### config.mk
export PLATFORM = sky130hd
export DESIGN_NAME = filter_expression_tokenizer
export DESIGN_NICKNAME = d
export VERILOG_FILES = /design/src/fet_pkg.sv /design/src/fet_front.sv /design/src/fet_bundle_q.sv /design/src/fet_back.sv /design/src/filter_expression_tokenizer.sv
export VERILOG_INCLUDE_DIRS = /design/src /design/src/src
export SDC_FILE = /design/constraint.sdc
export NUM_CORES = 2
export LEC_CHECK = 0
export BUFFER_PORTS_ARGS = -buffer_cell sky130_fd_sc_hd__buf_2
export CORE_MARGIN = 2
export CORE_UTILIZATION = 50
export CTS_BUF_LIST = sky130_fd_sc_hd__clkbuf_2
export DETAILED_ROUTE_END_ITERATION = 6
export PLACE_DENSITY = 0.74
export SLEW_MARGIN = 10
export SYNTH_ARGS = -nofsm -noshare
export SYNTH_HDL_FRONTEND = slang
export SYNTH_HIERARCHICAL = 1
export SYNTH_SLANG_ARGS = --single-unit
### constraint.sdc
create_clock -name clk -period 24 [get_ports clk]
set_clock_uncertainty 0.15 [all_clocks]
set_input_delay 1.2 -clock clk [delete_from_list [all_inputs] [get_ports clk]]
set_output_delay 1.2 -clock clk [all_outputs]
set_load 0.01 [all_outputs]
### src/assert_macros.svh
// Assertion helpers shared by the RTL.
`ifndef ASSERT_MACROS_SVH
`define ASSERT_MACROS_SVH

`ifndef ASSERT_OFF

`define ASSERT_IMPLY(label, clk, rst_n, ante, cons) \
	label: assert property (@(posedge clk) disable iff (!(rst_n)) (ante) |-> (cons)) \
		else $error("%m: implication check failed");

`define ASSERT_NEXT(label, clk, rst_n, ante, cons) \
	label: assert property (@(posedge clk) disable iff (!(rst_n)) (ante) |=> (cons)) \
		else $error("%m: next-cycle check failed");

`else

`define ASSERT_IMPLY(label, clk, rst_n, ante, cons)

`define ASSERT_NEXT(label, clk, rst_n, ante, cons)

`endif

`endif

### src/fet_pkg.sv
`default_nettype none

package fet_pkg;

	localparam int TOKEN_MAX_LEN = 255;
	localparam int LEN_W         = $clog2(TOKEN_MAX_LEN + 1);

	localparam int MAX_RECS  = 4;
	localparam int REC_IDX_W = $clog2(MAX_RECS);
	localparam int CNT_W     = $clog2(MAX_RECS + 1);

	localparam int BQ_DEPTH = 2;
	localparam int BQ_PTR_W = $clog2(BQ_DEPTH);
	localparam int BQ_CNT_W = $clog2(BQ_DEPTH + 1);

	localparam int OQ_DEPTH = 2;
	localparam int OQ_PTR_W = $clog2(OQ_DEPTH);
	localparam int OQ_CNT_W = $clog2(OQ_DEPTH + 1);

	localparam logic [3:0] KIND_EOF   = 4'd0;
	localparam logic [3:0] KIND_LP    = 4'd1;
	localparam logic [3:0] KIND_RP    = 4'd2;
	localparam logic [3:0] KIND_EQ    = 4'd3;
	localparam logic [3:0] KIND_NE    = 4'd4;
	localparam logic [3:0] KIND_GT    = 4'd5;
	localparam logic [3:0] KIND_GE    = 4'd6;
	localparam logic [3:0] KIND_LT    = 4'd7;
	localparam logic [3:0] KIND_LE    = 4'd8;
	localparam logic [3:0] KIND_AND   = 4'd9;
	localparam logic [3:0] KIND_OR    = 4'd10;
	localparam logic [3:0] KIND_NOT   = 4'd11;
	localparam logic [3:0] KIND_INT   = 4'd12;
	localparam logic [3:0] KIND_STR   = 4'd13;
	localparam logic [3:0] KIND_IDENT = 4'd14;
	localparam logic [3:0] KIND_ERR   = 4'd15;

	typedef enum logic [2:0] {
		LEX_IDLE,
		LEX_PEND,
		LEX_INT,
		LEX_IDENT,
		LEX_STR,
		LEX_ESC
	} lex_mode_t;

	typedef struct packed {
		logic [7:0] ch;
		logic       ch_valid;
		logic       clause_end;
	} in_item_t;

	typedef struct packed {
		logic               is_text;
		logic [3:0]         kind;
		logic [7:0]         text_byte;
		logic signed [63:0] int_value;
		logic               int_saturated;
		logic [7:0]         text_length;
		logic               last;
	} out_item_t;

	// All results of one input item, oldest in recs[0].
	typedef struct packed {
		logic [CNT_W-1:0]             cnt;
		out_item_t [MAX_RECS-1:0]     recs;
	} bundle_t;

endpackage

`default_nettype wire

### src/fet_front.sv
`default_nettype none

module fet_front import fet_pkg::*; (
	input  wire logic     clk,
	input  wire logic     arst_n,
	input  wire logic     push,
	input  wire logic     full,
	input  wire in_item_t char_item,
	output logic          bq_push,
	output bundle_t       bq_wdata
);

	localparam logic [7:0] CH_NL    = 8'h0A;
	localparam logic [7:0] CH_TAB   = 8'h09;
	localparam logic [7:0] CH_CR    = 8'h0D;
	localparam logic [7:0] CH_SP    = 8'h20;
	localparam logic [7:0] CH_BANG  = 8'h21;
	localparam logic [7:0] CH_DQ    = 8'h22;
	localparam logic [7:0] CH_LP    = 8'h28;
	localparam logic [7:0] CH_RP    = 8'h29;
	localparam logic [7:0] CH_MINUS = 8'h2D;
	localparam logic [7:0] CH_0     = 8'h30;
	localparam logic [7:0] CH_9     = 8'h39;
	localparam logic [7:0] CH_LT    = 8'h3C;
	localparam logic [7:0] CH_EQ    = 8'h3D;
	localparam logic [7:0] CH_GT    = 8'h3E;
	localparam logic [7:0] CH_UA    = 8'h41;
	localparam logic [7:0] CH_UZ    = 8'h5A;
	localparam logic [7:0] CH_BSL   = 8'h5C;
	localparam logic [7:0] CH_US    = 8'h5F;
	localparam logic [7:0] CH_LA    = 8'h61;
	localparam logic [7:0] CH_LN    = 8'h6E;
	localparam logic [7:0] CH_LTT   = 8'h74;
	localparam logic [7:0] CH_LZ    = 8'h7A;

	localparam logic [23:0] KW_AND = 24'h414E44;
	localparam logic [23:0] KW_OR  = 24'h4F5200;
	localparam logic [23:0] KW_NOT = 24'h4E4F54;

	// Largest magnitude that may still take one more digit is INT_T0 or one less.
	localparam logic signed [63:0] INT_T0    = 64'sd922337203685477580;
	localparam logic signed [63:0] INT_T0M1  = 64'sd922337203685477579;
	localparam logic signed [63:0] INT_MAX_V = 64'sh7FFF_FFFF_FFFF_FFFF;
	localparam logic signed [63:0] INT_MIN_V = 64'sh8000_0000_0000_0000;

	function automatic out_item_t mk_rec(logic txt, logic [3:0] k, logic [7:0] byt,
			logic signed [63:0] iv, logic sat, logic [7:0] len);
		out_item_t r;
		r.is_text       = txt;
		r.kind          = k;
		r.text_byte     = byt;
		r.int_value     = iv;
		r.int_saturated = sat;
		r.text_length   = len;
		r.last          = 1'b0;
		return r;
	endfunction

	function automatic bundle_t bput(bundle_t b, out_item_t r);
		bundle_t nb;
		nb = b;
		if (nb.cnt < CNT_W'(MAX_RECS)) begin
			nb.recs[nb.cnt[REC_IDX_W-1:0]] = r;
			nb.cnt = nb.cnt + CNT_W'(1);
		end
		return nb;
	endfunction

	function automatic logic [7:0] len_sat(logic [LEN_W-1:0] l);
		if (l > LEN_W'(255))
			return 8'd255;
		else
			return 8'(l);
	endfunction

	function automatic out_item_t tok_rec(logic [3:0] k);
		return mk_rec(1'b0, k, 8'h00, 64'sd0, 1'b0, 8'h00);
	endfunction

	function automatic out_item_t flush_rec(logic [7:0] p);
		if (p == CH_GT)
			return tok_rec(KIND_GT);
		else if (p == CH_LT)
			return tok_rec(KIND_LT);
		else
			return mk_rec(1'b0, KIND_ERR, p, 64'sd0, 1'b0, 8'h00);
	endfunction

	function automatic out_item_t int_rec(logic signed [63:0] acc, logic neg, logic ovf);
		logic signed [63:0] v;
		if (ovf)
			v = neg ? INT_MIN_V : INT_MAX_V;
		else
			v = acc;
		return mk_rec(1'b0, KIND_INT, 8'h00, v, ovf, 8'h00);
	endfunction

	function automatic out_item_t ident_rec(logic [LEN_W-1:0] tl, logic [23:0] kwp);
		logic [3:0] k;
		if (tl == LEN_W'(3) && kwp == KW_AND)
			k = KIND_AND;
		else if (tl == LEN_W'(2) && kwp == KW_OR)
			k = KIND_OR;
		else if (tl == LEN_W'(3) && kwp == KW_NOT)
			k = KIND_NOT;
		else
			k = KIND_IDENT;
		return mk_rec(1'b0, k, 8'h00, 64'sd0, 1'b0, len_sat(tl));
	endfunction

	function automatic logic [3:0] cmp_kind(logic [7:0] p);
		logic [3:0] k;
		case (p)
			CH_EQ:   k = KIND_EQ;
			CH_BANG: k = KIND_NE;
			CH_GT:   k = KIND_GE;
			default: k = KIND_LE;
		endcase
		return k;
	endfunction

	// lexer state
	lex_mode_t          mode_q, mode_f;
	logic [7:0]         pend_q, pend_f;
	logic signed [63:0] acc_q, acc_f;
	logic               neg_q, neg_f;
	logic               ovf_q, ovf_f;
	logic [LEN_W-1:0]   tl_q, tl_f;
	logic [23:0]        kwp_q, kwp_f;

	logic               accept;
	logic [7:0]         c;
	logic               has_ch, end_item;
	logic               is_dig, is_alp, is_lower, is_idc, is_sp, is_op;
	logic [7:0]         upc, esc_c;
	logic signed [63:0] d_ext, acc_step;
	logic               ovf_hit, tl_room, tl_room_f;
	logic               pend_cmp, pend_neg, int_go, id_go;
	logic               fresh, fresh_lex;
	bundle_t            b;

	assign accept   = push && !full;
	assign c        = char_item.ch;
	assign has_ch   = char_item.ch_valid && (c != 8'h00);
	assign end_item = char_item.clause_end || (char_item.ch_valid && (c == 8'h00));

	assign is_dig   = c inside {[CH_0:CH_9]};
	assign is_lower = c inside {[CH_LA:CH_LZ]};
	assign is_alp   = is_lower || (c inside {[CH_UA:CH_UZ]});
	assign is_idc   = is_alp || is_dig || (c == CH_US);
	assign is_sp    = (c == CH_SP) || (c inside {[CH_TAB:CH_CR]});
	assign is_op    = c inside {CH_EQ, CH_BANG, CH_GT, CH_LT, CH_MINUS};
	assign upc      = is_lower ? (c - 8'd32) : c;
	assign esc_c    = (c == CH_LN) ? CH_NL : ((c == CH_LTT) ? CH_TAB : c);

	assign tl_room   = tl_q < LEN_W'(TOKEN_MAX_LEN);
	assign tl_room_f = tl_f < LEN_W'(TOKEN_MAX_LEN);
	assign pend_cmp  = (c == CH_EQ) && (pend_q inside {CH_EQ, CH_BANG, CH_GT, CH_LT});
	assign pend_neg  = (pend_q == CH_MINUS) && is_dig;
	assign int_go    = is_dig && tl_room;
	assign id_go     = is_idc && tl_room;

	// Accumulate with the sign applied so the token end needs no negation.
	assign d_ext    = {60'd0, c[3:0]};
	assign acc_step = (acc_q <<< 3) + (acc_q <<< 1) + (neg_q ? -d_ext : d_ext);

	always_comb begin
		if (neg_q)
			ovf_hit = (c[3:0] <= 4'd8) ? (acc_q < -INT_T0) : (acc_q < -INT_T0M1);
		else
			ovf_hit = (c[3:0] <= 4'd7) ? (acc_q > INT_T0) : (acc_q > INT_T0M1);
	end

	// The byte opens a new token when the open one does not take it.
	always_comb begin
		case (mode_q)
			LEX_PEND:  fresh = !pend_cmp && !pend_neg;
			LEX_INT:   fresh = !int_go;
			LEX_IDENT: fresh = !id_go;
			LEX_STR:   fresh = 1'b0;
			LEX_ESC:   fresh = 1'b0;
			default:   fresh = 1'b1;
		endcase
	end

	assign fresh_lex = has_ch && fresh && !is_sp;

	// next state after the byte
	always_comb begin
		mode_f = mode_q;
		pend_f = pend_q;
		acc_f  = acc_q;
		neg_f  = neg_q;
		ovf_f  = ovf_q;
		tl_f   = tl_q;
		kwp_f  = kwp_q;
		if (has_ch) begin
			case (mode_q)
				LEX_PEND: begin
					mode_f = LEX_IDLE;
					pend_f = 8'h00;
					if (!pend_cmp && pend_neg) begin
						mode_f = LEX_INT;
						acc_f  = -d_ext;
						neg_f  = 1'b1;
						ovf_f  = 1'b0;
						tl_f   = LEN_W'(2);
					end
				end
				LEX_INT: begin
					if (int_go) begin
						if (!ovf_q) begin
							if (ovf_hit)
								ovf_f = 1'b1;
							else
								acc_f = acc_step;
						end
						tl_f = tl_q + LEN_W'(1);
					end else begin
						mode_f = LEX_IDLE;
					end
				end
				LEX_IDENT: begin
					if (id_go) begin
						if (tl_q == LEN_W'(1))
							kwp_f[15:8] = upc;
						else if (tl_q == LEN_W'(2))
							kwp_f[7:0] = upc;
						tl_f = tl_q + LEN_W'(1);
					end else begin
						mode_f = LEX_IDLE;
					end
				end
				LEX_STR: begin
					if (c == CH_DQ)
						mode_f = LEX_IDLE;
					else if (c == CH_BSL)
						mode_f = LEX_ESC;
					else if (tl_room)
						tl_f = tl_q + LEN_W'(1);
				end
				LEX_ESC: begin
					mode_f = LEX_STR;
					if (tl_room)
						tl_f = tl_q + LEN_W'(1);
				end
				default: begin
					mode_f = LEX_IDLE;
				end
			endcase
			if (fresh_lex) begin
				if (is_op) begin
					mode_f = LEX_PEND;
					pend_f = c;
				end else if (c == CH_DQ) begin
					mode_f = LEX_STR;
					tl_f   = '0;
				end else if (is_dig) begin
					mode_f = LEX_INT;
					acc_f  = d_ext;
					neg_f  = 1'b0;
					ovf_f  = 1'b0;
					tl_f   = LEN_W'(1);
				end else if (is_alp || c == CH_US) begin
					mode_f = LEX_IDENT;
					tl_f   = LEN_W'(1);
					kwp_f  = {upc, 16'h0000};
				end
			end
		end
	end

	// results of the item
	always_comb begin
		b = '0;
		if (has_ch) begin
			case (mode_q)
				LEX_PEND: begin
					if (pend_cmp)
						b = bput(b, tok_rec(cmp_kind(pend_q)));
					else if (!pend_neg)
						b = bput(b, flush_rec(pend_q));
				end
				LEX_INT: begin
					if (!int_go)
						b = bput(b, int_rec(acc_q, neg_q, ovf_q));
				end
				LEX_IDENT: begin
					if (id_go)
						b = bput(b, mk_rec(1'b1, KIND_IDENT, c, 64'sd0, 1'b0, 8'h00));
					else
						b = bput(b, ident_rec(tl_q, kwp_q));
				end
				LEX_STR: begin
					if (c == CH_DQ)
						b = bput(b, mk_rec(1'b0, KIND_STR, 8'h00, 64'sd0, 1'b0,
							len_sat(tl_q)));
					else if (c != CH_BSL && tl_room)
						b = bput(b, mk_rec(1'b1, KIND_STR, c, 64'sd0, 1'b0, 8'h00));
				end
				LEX_ESC: begin
					if (tl_room)
						b = bput(b, mk_rec(1'b1, KIND_STR, esc_c, 64'sd0, 1'b0, 8'h00));
				end
				default: begin
				end
			endcase
			if (fresh_lex) begin
				if (c == CH_LP)
					b = bput(b, tok_rec(KIND_LP));
				else if (c == CH_RP)
					b = bput(b, tok_rec(KIND_RP));
				else if (is_alp || c == CH_US)
					b = bput(b, mk_rec(1'b1, KIND_IDENT, c, 64'sd0, 1'b0, 8'h00));
				else if (!is_op && c != CH_DQ && !is_dig)
					b = bput(b, mk_rec(1'b0, KIND_ERR, c, 64'sd0, 1'b0, 8'h00));
			end
		end
		if (end_item) begin
			// flush the open token from the state left by the byte
			case (mode_f)
				LEX_PEND:  b = bput(b, flush_rec(pend_f));
				LEX_INT:   b = bput(b, int_rec(acc_f, neg_f, ovf_f));
				LEX_IDENT: b = bput(b, ident_rec(tl_f, kwp_f));
				LEX_ESC: begin
					if (tl_room_f) begin
						b = bput(b, mk_rec(1'b1, KIND_STR, CH_BSL, 64'sd0, 1'b0, 8'h00));
						b = bput(b, mk_rec(1'b0, KIND_STR, 8'h00, 64'sd0, 1'b0,
							len_sat(tl_f + LEN_W'(1))));
					end else begin
						b = bput(b, mk_rec(1'b0, KIND_STR, 8'h00, 64'sd0, 1'b0,
							len_sat(tl_f)));
					end
				end
				LEX_STR: begin
					b = bput(b, mk_rec(1'b0, KIND_STR, 8'h00, 64'sd0, 1'b0, len_sat(tl_f)));
				end
				default: begin
				end
			endcase
			b = bput(b, tok_rec(KIND_EOF));
		end
		if (b.cnt != '0)
			b.recs[REC_IDX_W'(b.cnt - CNT_W'(1))].last = 1'b1;
	end

	assign bq_push  = accept && (b.cnt != '0);
	assign bq_wdata = b;

	always_ff @(posedge clk or negedge arst_n) begin
		if (!arst_n) begin
			mode_q <= LEX_IDLE;
			pend_q <= 8'h00;
			acc_q  <= 64'sd0;
			neg_q  <= 1'b0;
			ovf_q  <= 1'b0;
			tl_q   <= '0;
			kwp_q  <= 24'h000000;
		end else if (accept) begin
			if (end_item) begin
				mode_q <= LEX_IDLE;
				pend_q <= 8'h00;
				acc_q  <= 64'sd0;
				neg_q  <= 1'b0;
				ovf_q  <= 1'b0;
				tl_q   <= '0;
				kwp_q  <= 24'h000000;
			end else begin
				mode_q <= mode_f;
				pend_q <= pend_f;
				acc_q  <= acc_f;
				neg_q  <= neg_f;
				ovf_q  <= ovf_f;
				tl_q   <= tl_f;
				kwp_q  <= kwp_f;
			end
		end
	end

endmodule

`default_nettype wire

### src/fet_bundle_q.sv
`default_nettype none

module fet_bundle_q import fet_pkg::*; (
	input  wire logic    clk,
	input  wire logic    arst_n,
	input  wire logic    wr_en,
	input  wire bundle_t wr_data,
	output logic         full,
	input  wire logic    rd_en,
	output bundle_t      rd_data,
	output logic         empty
);

	bundle_t               mem_q [BQ_DEPTH];
	logic [BQ_PTR_W-1:0]   wr_ptr_q, rd_ptr_q;
	logic [BQ_CNT_W-1:0]   count_q;
	logic                  do_wr, do_rd;

	assign full    = count_q == BQ_CNT_W'(BQ_DEPTH);
	assign empty   = count_q == '0;
	assign do_wr   = wr_en && !full;
	assign do_rd   = rd_en && !empty;
	assign rd_data = mem_q[rd_ptr_q];

	always_ff @(posedge clk) begin
		if (do_wr)
			mem_q[wr_ptr_q] <= wr_data;
	end

	always_ff @(posedge clk or negedge arst_n) begin
		if (!arst_n) begin
			wr_ptr_q <= '0;
			rd_ptr_q <= '0;
			count_q  <= '0;
		end else begin
			if (do_wr)
				wr_ptr_q <= (wr_ptr_q == BQ_PTR_W'(BQ_DEPTH - 1)) ? '0 :
					wr_ptr_q + BQ_PTR_W'(1);
			if (do_rd)
				rd_ptr_q <= (rd_ptr_q == BQ_PTR_W'(BQ_DEPTH - 1)) ? '0 :
					rd_ptr_q + BQ_PTR_W'(1);
			if (do_wr && !do_rd)
				count_q <= count_q + BQ_CNT_W'(1);
			else if (do_rd && !do_wr)
				count_q <= count_q - BQ_CNT_W'(1);
		end
	end

endmodule

`default_nettype wire

### src/fet_back.sv
`default_nettype none

module fet_back import fet_pkg::*; (
	input  wire logic    clk,
	input  wire logic    arst_n,
	input  wire bundle_t bq_data,
	input  wire logic    bq_empty,
	output logic         bq_pop,
	output logic         empty,
	input  wire logic    pop,
	output out_item_t    result
);

	logic [REC_IDX_W-1:0] sel_q;
	out_item_t            oq_mem_q [OQ_DEPTH];
	logic [OQ_PTR_W-1:0]  oq_wr_q, oq_rd_q;
	logic [OQ_CNT_W-1:0]  oq_cnt_q;
	logic                 take, last_rec, do_pop;

	// Move one record of the head bundle per cycle into the result queue while it has room.
	assign take     = !bq_empty && (oq_cnt_q != OQ_CNT_W'(OQ_DEPTH));
	assign last_rec = (CNT_W'(sel_q) + CNT_W'(1)) == bq_data.cnt;
	assign bq_pop   = take && last_rec;

	assign empty  = oq_cnt_q == '0;
	assign do_pop = pop && !empty;
	assign result = oq_mem_q[oq_rd_q];

	always_ff @(posedge clk) begin
		if (take)
			oq_mem_q[oq_wr_q] <= bq_data.recs[sel_q];
	end

	always_ff @(posedge clk or negedge arst_n) begin
		if (!arst_n) begin
			sel_q    <= '0;
			oq_wr_q  <= '0;
			oq_rd_q  <= '0;
			oq_cnt_q <= '0;
		end else begin
			if (take) begin
				sel_q   <= last_rec ? '0 : sel_q + REC_IDX_W'(1);
				oq_wr_q <= (oq_wr_q == OQ_PTR_W'(OQ_DEPTH - 1)) ? '0 :
					oq_wr_q + OQ_PTR_W'(1);
			end
			if (do_pop)
				oq_rd_q <= (oq_rd_q == OQ_PTR_W'(OQ_DEPTH - 1)) ? '0 :
					oq_rd_q + OQ_PTR_W'(1);
			if (take && !do_pop)
				oq_cnt_q <= oq_cnt_q + OQ_CNT_W'(1);
			else if (do_pop && !take)
				oq_cnt_q <= oq_cnt_q - OQ_CNT_W'(1);
		end
	end

endmodule

`default_nettype wire

### src/filter_expression_tokenizer.sv
// Streaming lexer for filter expressions, one source byte per input item.
// Input queue side: drive char_item and raise push; the item is taken at a
// clock edge with push high and full low. An item with clause_end set (or a
// zero byte) flushes the open token and ends with an EOF record.
// Result queue side: while empty is low the oldest record sits on result;
// raise pop to take it. Each item gives zero to four records, the final one
// marked by last; string and identifier text arrives as one record per byte
// before the token-end record.
// Path: the accepting edge writes the item's records as one bundle into the
// bundle queue, and from there they pass through the result queue to result.
// Throughput: while full is low, one item per cycle into the lexer stage, whose
// per-byte state update is the limit on the input side; records leave at one
// per cycle through the bundle queue and the result queue while the result
// queue has room.
// Stalling: with pop low the result queue and then the two-entry bundle
// queue fill, and full rises; items with no records still pass while full
// is low. Reset clears the lexer state and both queues at once.
`default_nettype none

`include "assert_macros.svh"

module filter_expression_tokenizer import fet_pkg::*; (
	input  wire logic     clk,
	input  wire logic     arst_n,
	input  wire logic     push,
	output logic          full,
	input  wire in_item_t char_item,
	output logic          empty,
	input  wire logic     pop,
	output out_item_t     result
);

	logic    bq_push, bq_pop, bq_empty;
	bundle_t bq_wdata, bq_rdata;

	fet_front u_front (
		.clk       (clk),
		.arst_n    (arst_n),
		.push      (push),
		.full      (full),
		.char_item (char_item),
		.bq_push   (bq_push),
		.bq_wdata  (bq_wdata)
	);

	fet_bundle_q u_bundle_q (
		.clk     (clk),
		.arst_n  (arst_n),
		.wr_en   (bq_push),
		.wr_data (bq_wdata),
		.full    (full),
		.rd_en   (bq_pop),
		.rd_data (bq_rdata),
		.empty   (bq_empty)
	);

	fet_back u_back (
		.clk      (clk),
		.arst_n   (arst_n),
		.bq_data  (bq_rdata),
		.bq_empty (bq_empty),
		.bq_pop   (bq_pop),
		.empty    (empty),
		.pop      (pop),
		.result   (result)
	);

	// a clause end always leaves at least its EOF record in the queue
	`ASSERT_IMPLY(a_end_writes_bundle, clk, arst_n, push && !full && char_item.clause_end, bq_push)
	// EOF closes the records of its item
	`ASSERT_IMPLY(a_eof_is_last, clk, arst_n, !empty && !result.is_text && result.kind == KIND_EOF, result.last)
	// saturation flag only on integer token ends
	`ASSERT_IMPLY(a_sat_only_int, clk, arst_n, !empty && result.int_saturated, !result.is_text && result.kind == KIND_INT)

endmodule

`default_nettype wire

; ---- Word level (Yosys, flattened, before mapping)
; Memory sizes are Yosys's and may differ from the RTL's.
; Index checks and enable logic that the tools add are counted.
[word_totals]
ff_bits = 119
in_bits = 14
mem_bits_rw = 876
out_inout_bits = 89
mem_count = 2
[op_classes]
magnitude_cmp = 34
eq_ne = 46
bitwise_logic = 11
muxes = 185
n_reduce_logical = 69
add_sub_neg = 21
[memory_table]
columns = memory, depth, width, read_ports, rd_ports_with_merged_regs, write_ports, line
row1 = u_bundle_q.mem_q, 2, 351, 1, 0, 1, fet_bundle_q.sv:14  ; bundle_t mem_q [BQ_DEPTH];
row2 = u_back.oq_mem_q, 2, 87, 1, 0, 1, fet_back.sv:15  ; out_item_t oq_mem_q [OQ_DEPTH];
[ops]
columns = operator, n
row1 = two-way mux 351 bit, 27
row2 = case mux 351 bit (5 select lines), 2
row3 = bitwise mux 348 bit, 9
row4 = two-way mux 349 bit, 4
row5 = two-way mux 64 bit, 17
row6 = demux 87 bit (select 2 bit), 5
row7 = two-way mux 87 bit, 10
row8 = bitwise AND 344 bit, 2
row9 = NOT 344 bit, 2
row10 = bitwise AND 348 bit, 1
row11 = two-way mux 348 bit, 1
row12 = NOT 348 bit, 1
row13 = bitwise AND 316 bit, 1
row14 = NOT 316 bit, 1
row15 = two-way mux 8 bit, 37
row16 = binary-select mux 87 bit (select 2 bit), 1
row17 = two-way mux 86 bit, 2
row18 = two-way mux 24 bit, 7
row19 = "== test 24 x 23 -> 1 bit, second input constant", 6
row20 = adder 64 bit, 2
row21 = "== test 8 x 6 -> 1 bit, second input constant", 16
row22 = "greater-than comparator 64 x 61 -> 1 bit, second input constant", 2
row23 = "< comparator 64 x 61 -> 1 bit, second input constant", 2
row24 = case mux 64 bit (2 select lines), 1
row25 = 55 further kinds, 207

; ---- Depth between registers and ports, before layout
[logic_depth]
word_depth = 55
depth_mapped = 36
ltp_nobuf = 33

; ---- Cells and area by module
; Netlist, hierarchy kept.
[by_module_without_submodules]
columns = mod, area_each_um2, cells_per_inst, n_inst, seq_area_each_um2
row1 = fet_bundle_q, 25658.4, 1111, 1, 21180.3
row2 = fet_front, 19626.3, 2894, 1, 2727.6
row3 = fet_back, 8834.7, 409, 1, 5375.2

; ---- Worst setup path before layout
; OpenSTA, ideal clock, no wires.
[synth_path]
kind = input to register
start = input port char_item[3] (netlist name)
end = memory u_bundle_q/mem_q[0][0] (netlist name), enable pin
setup_slack_ps = 2033
required_time_ps = 22779
arrival_time_ps = 20746
stages = 28
path_buffers = 4
cell_sequence = clkbuf_1 inv_1 ha_1 buf_2 o21ba_2 o21ai_1 o21ai_0 a41oi_1 o21a_1 buf_2 a32oi_1 o22ai_1 inv_1 ha_1 and3b_1 buf_4 a31oi_2 a211oi_1 a211oi_1 ha_1 a31oi_1 o31ai_1 o311ai_1 inv_2 nor2_1 a21oi_1 nand2_1 nor2_1
[synth_lines]
columns = item, line
row1 = "start, declared", filter_expression_tokenizer.sv:27  ; input wire in_item_t char_item,
row2 = "end, declared", fet_bundle_q.sv:14

==> results.py <==
metrics = {
    "status": {
        "outcome": "completed",
    },
    "timing": {
        "max_freq_mhz": 83.5,
        "whs_ns": 0.166,
        "tightest_slew_ns": 1.23,
        "finalHoldViolations": 0,
        "setup_viol": 0,
        "grt_setup_unrepaired": "no",
        "setup_tns_ns": 0,
        "fin_crit_sh_pct": 49.9,
        "drv_slew": 0,
        "period_needed_ns": 11.98,
        "maxSlewHeadroom_pct": 17.9,
        "finalWorstSetupSlack_ns": 12.02,
    },
    "logic_synthesis": {
        "synth_common_cells": "876 x edfxtp_1, 514 x nor2_1, 396 x mux2_2, 277 x nand2_1, 246 x o21ai_0",
        "synth_top_area_cell": "edfxtp_1",
        "synthMostInstantiatedCell": "edfxtp_1",
        "synth_top_area_share_pct": 48.6,
        "synthCells": 4414,
        "async_flop_share_pct": 12.0,
        "yosysWarningCount": 6,
        "ys_ff_latch": 995,
        "synthesis.area_um2": 54100,
        "synth_fp_nets": 4582,
        "ys_seq_area_share_pct": 54.1,
        "synthTopCellsByArea": "edfxtp_1 49%, mux2_2 8.2%, dfrtp_1 5.5%, nor2_1 3.6%, mux4_2 2.5%",
        "synth_edf_count": 876,
        "avgSynthCellArea_um2": 12.3,
        "synthFlopType": "edfxtp_1",
        "ys_types": 117,
    },
    "floorplan": {
        "fp.coreArea_um2": 107000,
        "fp.dieH_um": 333,
        "die_area_um2": 111000,
        "num_rows": 120,
        "initial_core_util_pct": 50.5,
        "ios": 103,
        "die_w_um": 333,
    },
    "clock_tree": {
        "clock-sinks": 995,
        "h-tree-depth": 4,
        "worstSkewPairLatency_ns": 1.53,
        "clkSlewWorstSetupHoldPaths_ns": 0.12,
        "cts-root-buf": "clkbuf_2",
        "clockBufferDepth": 3,
        "numCtsBuffers": 233,
        "tritoncts": "built",
        "cts_setup_buffers": 0,
        "cts_resized": 0,
    },
    "critical_path": {
        "reg2reg_slack_ns": 12.65,
        "worstPathArrival_ns": 12.89,
        "cp-startpoint": "char_item[3]",
        "critical_path_class": "in2reg",
        "r2r_end": "u_bundle_q/mem_q[1][45]",
        "reg2reg_from": "u_front/tl_q[0]",
        "cpPeakStageDelay_ns": 0.93,
        "start_kind": "primary input",
        "cp_slowest_cell": "and3_4",
        "critPathMaxFanout": 78,
        "required_ns": 24.91,
        "r2r.worst_path.cells": 27,
        "worst_setup_path_end_kind": "register",
    },
    "power_and_ir_drop": {
        "p_leak_uw": 0.0208,
        "p_total_uw": 6570,
        "max-vdd-ir-drop_mv": 0.0629,
        "power.density_cell_area_nw_per_um2": 114,
    },
    "drt": {
        "drt_iter0_markers": 5585,
        "vias_per_cell": 6.54,
        "drt.antenna.violating_nets": 0,
        "num_vias": 40000,
        "drc": 0,
        "dr.pass1.iters": 6,
        "drt-total-wl_mm": 168,
        "wire_per_inst_um": 27.4,
    },
    "global_route": {
        "grt_max_degree": 157,
        "grt-busiest-layer": "met1",
        "grt_pass1_vias": 38300,
        "antenna_found_initial": 5,
        "grt_pass1_wl_mm": 247,
        "grt_util_met1_pct": 43.6,
        "grt_usage_pct": 29.7,
        "use_met2_pct": 42.5,
        "use_met3_pct": 8.19,
        "grt.overflow.total": 0,
    },
    "finish": {
        "synthToLayoutAreaGrowth_pct": 6.71,
        "fin_nets": 4713,
        "layout-drive-gt1-share_pct": 23.2,
    },
    "place": {
        "place_congestion": 1.02,
        "portBuffers": 102,
        "dp_hpwl_mm": 118,
        "pre_cts_slack_ns": 11.43,
    },
    "hold_path": {
        "hp-class": "in2async",
    },
    "job": {
        "max_cap_viol_count": 0,
    },
}
==> registers in the layout, indices dropped and copies added, names as in the netlist <==
name / count
u_front/ovf_q: 1
u_front/acc_q: 64
u_front/pend_q: 8
u_back/oq_mem_q: 174
u_back/oq_wr_q: 1
u_back/oq_rd_q: 1
u_bundle_q/wr_ptr_q: 1
u_back/sel_q: 2
u_front/tl_q: 8
u_front/kwp_q: 24
u_bundle_q/count_q: 2
u_bundle_q/mem_q: 702
u_front/mode_q: 3
u_front/neg_q: 1
u_bundle_q/rd_ptr_q: 1
u_back/oq_cnt_q: 2
==> cell families after synthesis <==
family	after synthesis	synth area share (%)
and+or+nand+nor	1191	10.1
AOI/OAI and AO/OA	1082	13.3
DFF	995	54.1
muxes	547	13.4
buffers and inverters	365	3.39
adders and majority gates	154	4.41
xor gates and xnor gates	80	1.31
==> final cells by class <==
class	count	area, um^2
Timing Repair Buffer	186	1180
Multi-Input combinational cell	3054	23100
Tap cell	1403	1760
Fill cell	8952	49500
Clock inverter	71	455
Antenna cell	3	7.51
Clock buffer	335	1680
Inverter	75	282
Sequential cell	995	29300
==> what timing repair did <==
action                                 in CTS  in global routing
hold buffers                                8                  0
endpoints found under the hold margin      68                  0
setup endpoints to repair                   0                  0
==> metrics by stage <==
stage,instances,utilization (%),cell area (um^2)
after floorplan,4414,-,54100
after global placement,5705,51.8,55500
after detailed placement,5705,51.8,55500
after CTS,6119,53.9,57700
after global routing,6122,53.9,57700
final,6122,53.9,57700
==> critical path, delay by kind of cell <==
kind	cells	cell delay, ns
AO/OA/AOI/OAI	14	5.13
adder cells (fa/ha/maj)	3	0.95
buffers and inverters	8	4.06
AND/OR/NAND/NOR	3	1.34
==> how the worst max path moves through the flow <==
stage | endpoint
after floorplan | u_bundle_q/mem_q[0][0]
after detailed placement | u_bundle_q/mem_q[1][310]
after CTS | u_bundle_q/mem_q[1][220]
after global routing | u_bundle_q/mem_q[1][221]
after global placement | u_bundle_q/mem_q[1][223]
final | u_bundle_q/mem_q[1][45]
==> routing by layer <==
layer | vias to the layer above | wire [um]
met3 | 419 | 20200
met4 | 0 | 5730
met1 | 19800 | 70600
met5 | - | 0
li1 | 17300 | -
met2 | 2544 | 71200
==> cell usage in the layout (no fill, tap or decap), types with 76 or more instances in the layout <==
master,instances
edfxtp_1,876
nor2_1,510
mux2_2,396
clkbuf_2,335
nand2_1,277
o21ai_0,246
a21oi_1,241
dfrtp_1,114
buf_2,101
o22ai_1,94
ha_1,93
nand3_1,86
buf_4,76
==> power breakdown <==
part / internal, uW / switching, uW / total (uW) / leakage [uW]
clock: 420 / 672 / 1090 / 0.00161
sequential: 2540 / 261 / 2800 / 0.00980
combinational: 1020 / 1670 / 2690 / 0.00936
total: 3970 / 2600 / 6570 / 0.0208
No activity file was read; power rests on OpenSTA's default activity.
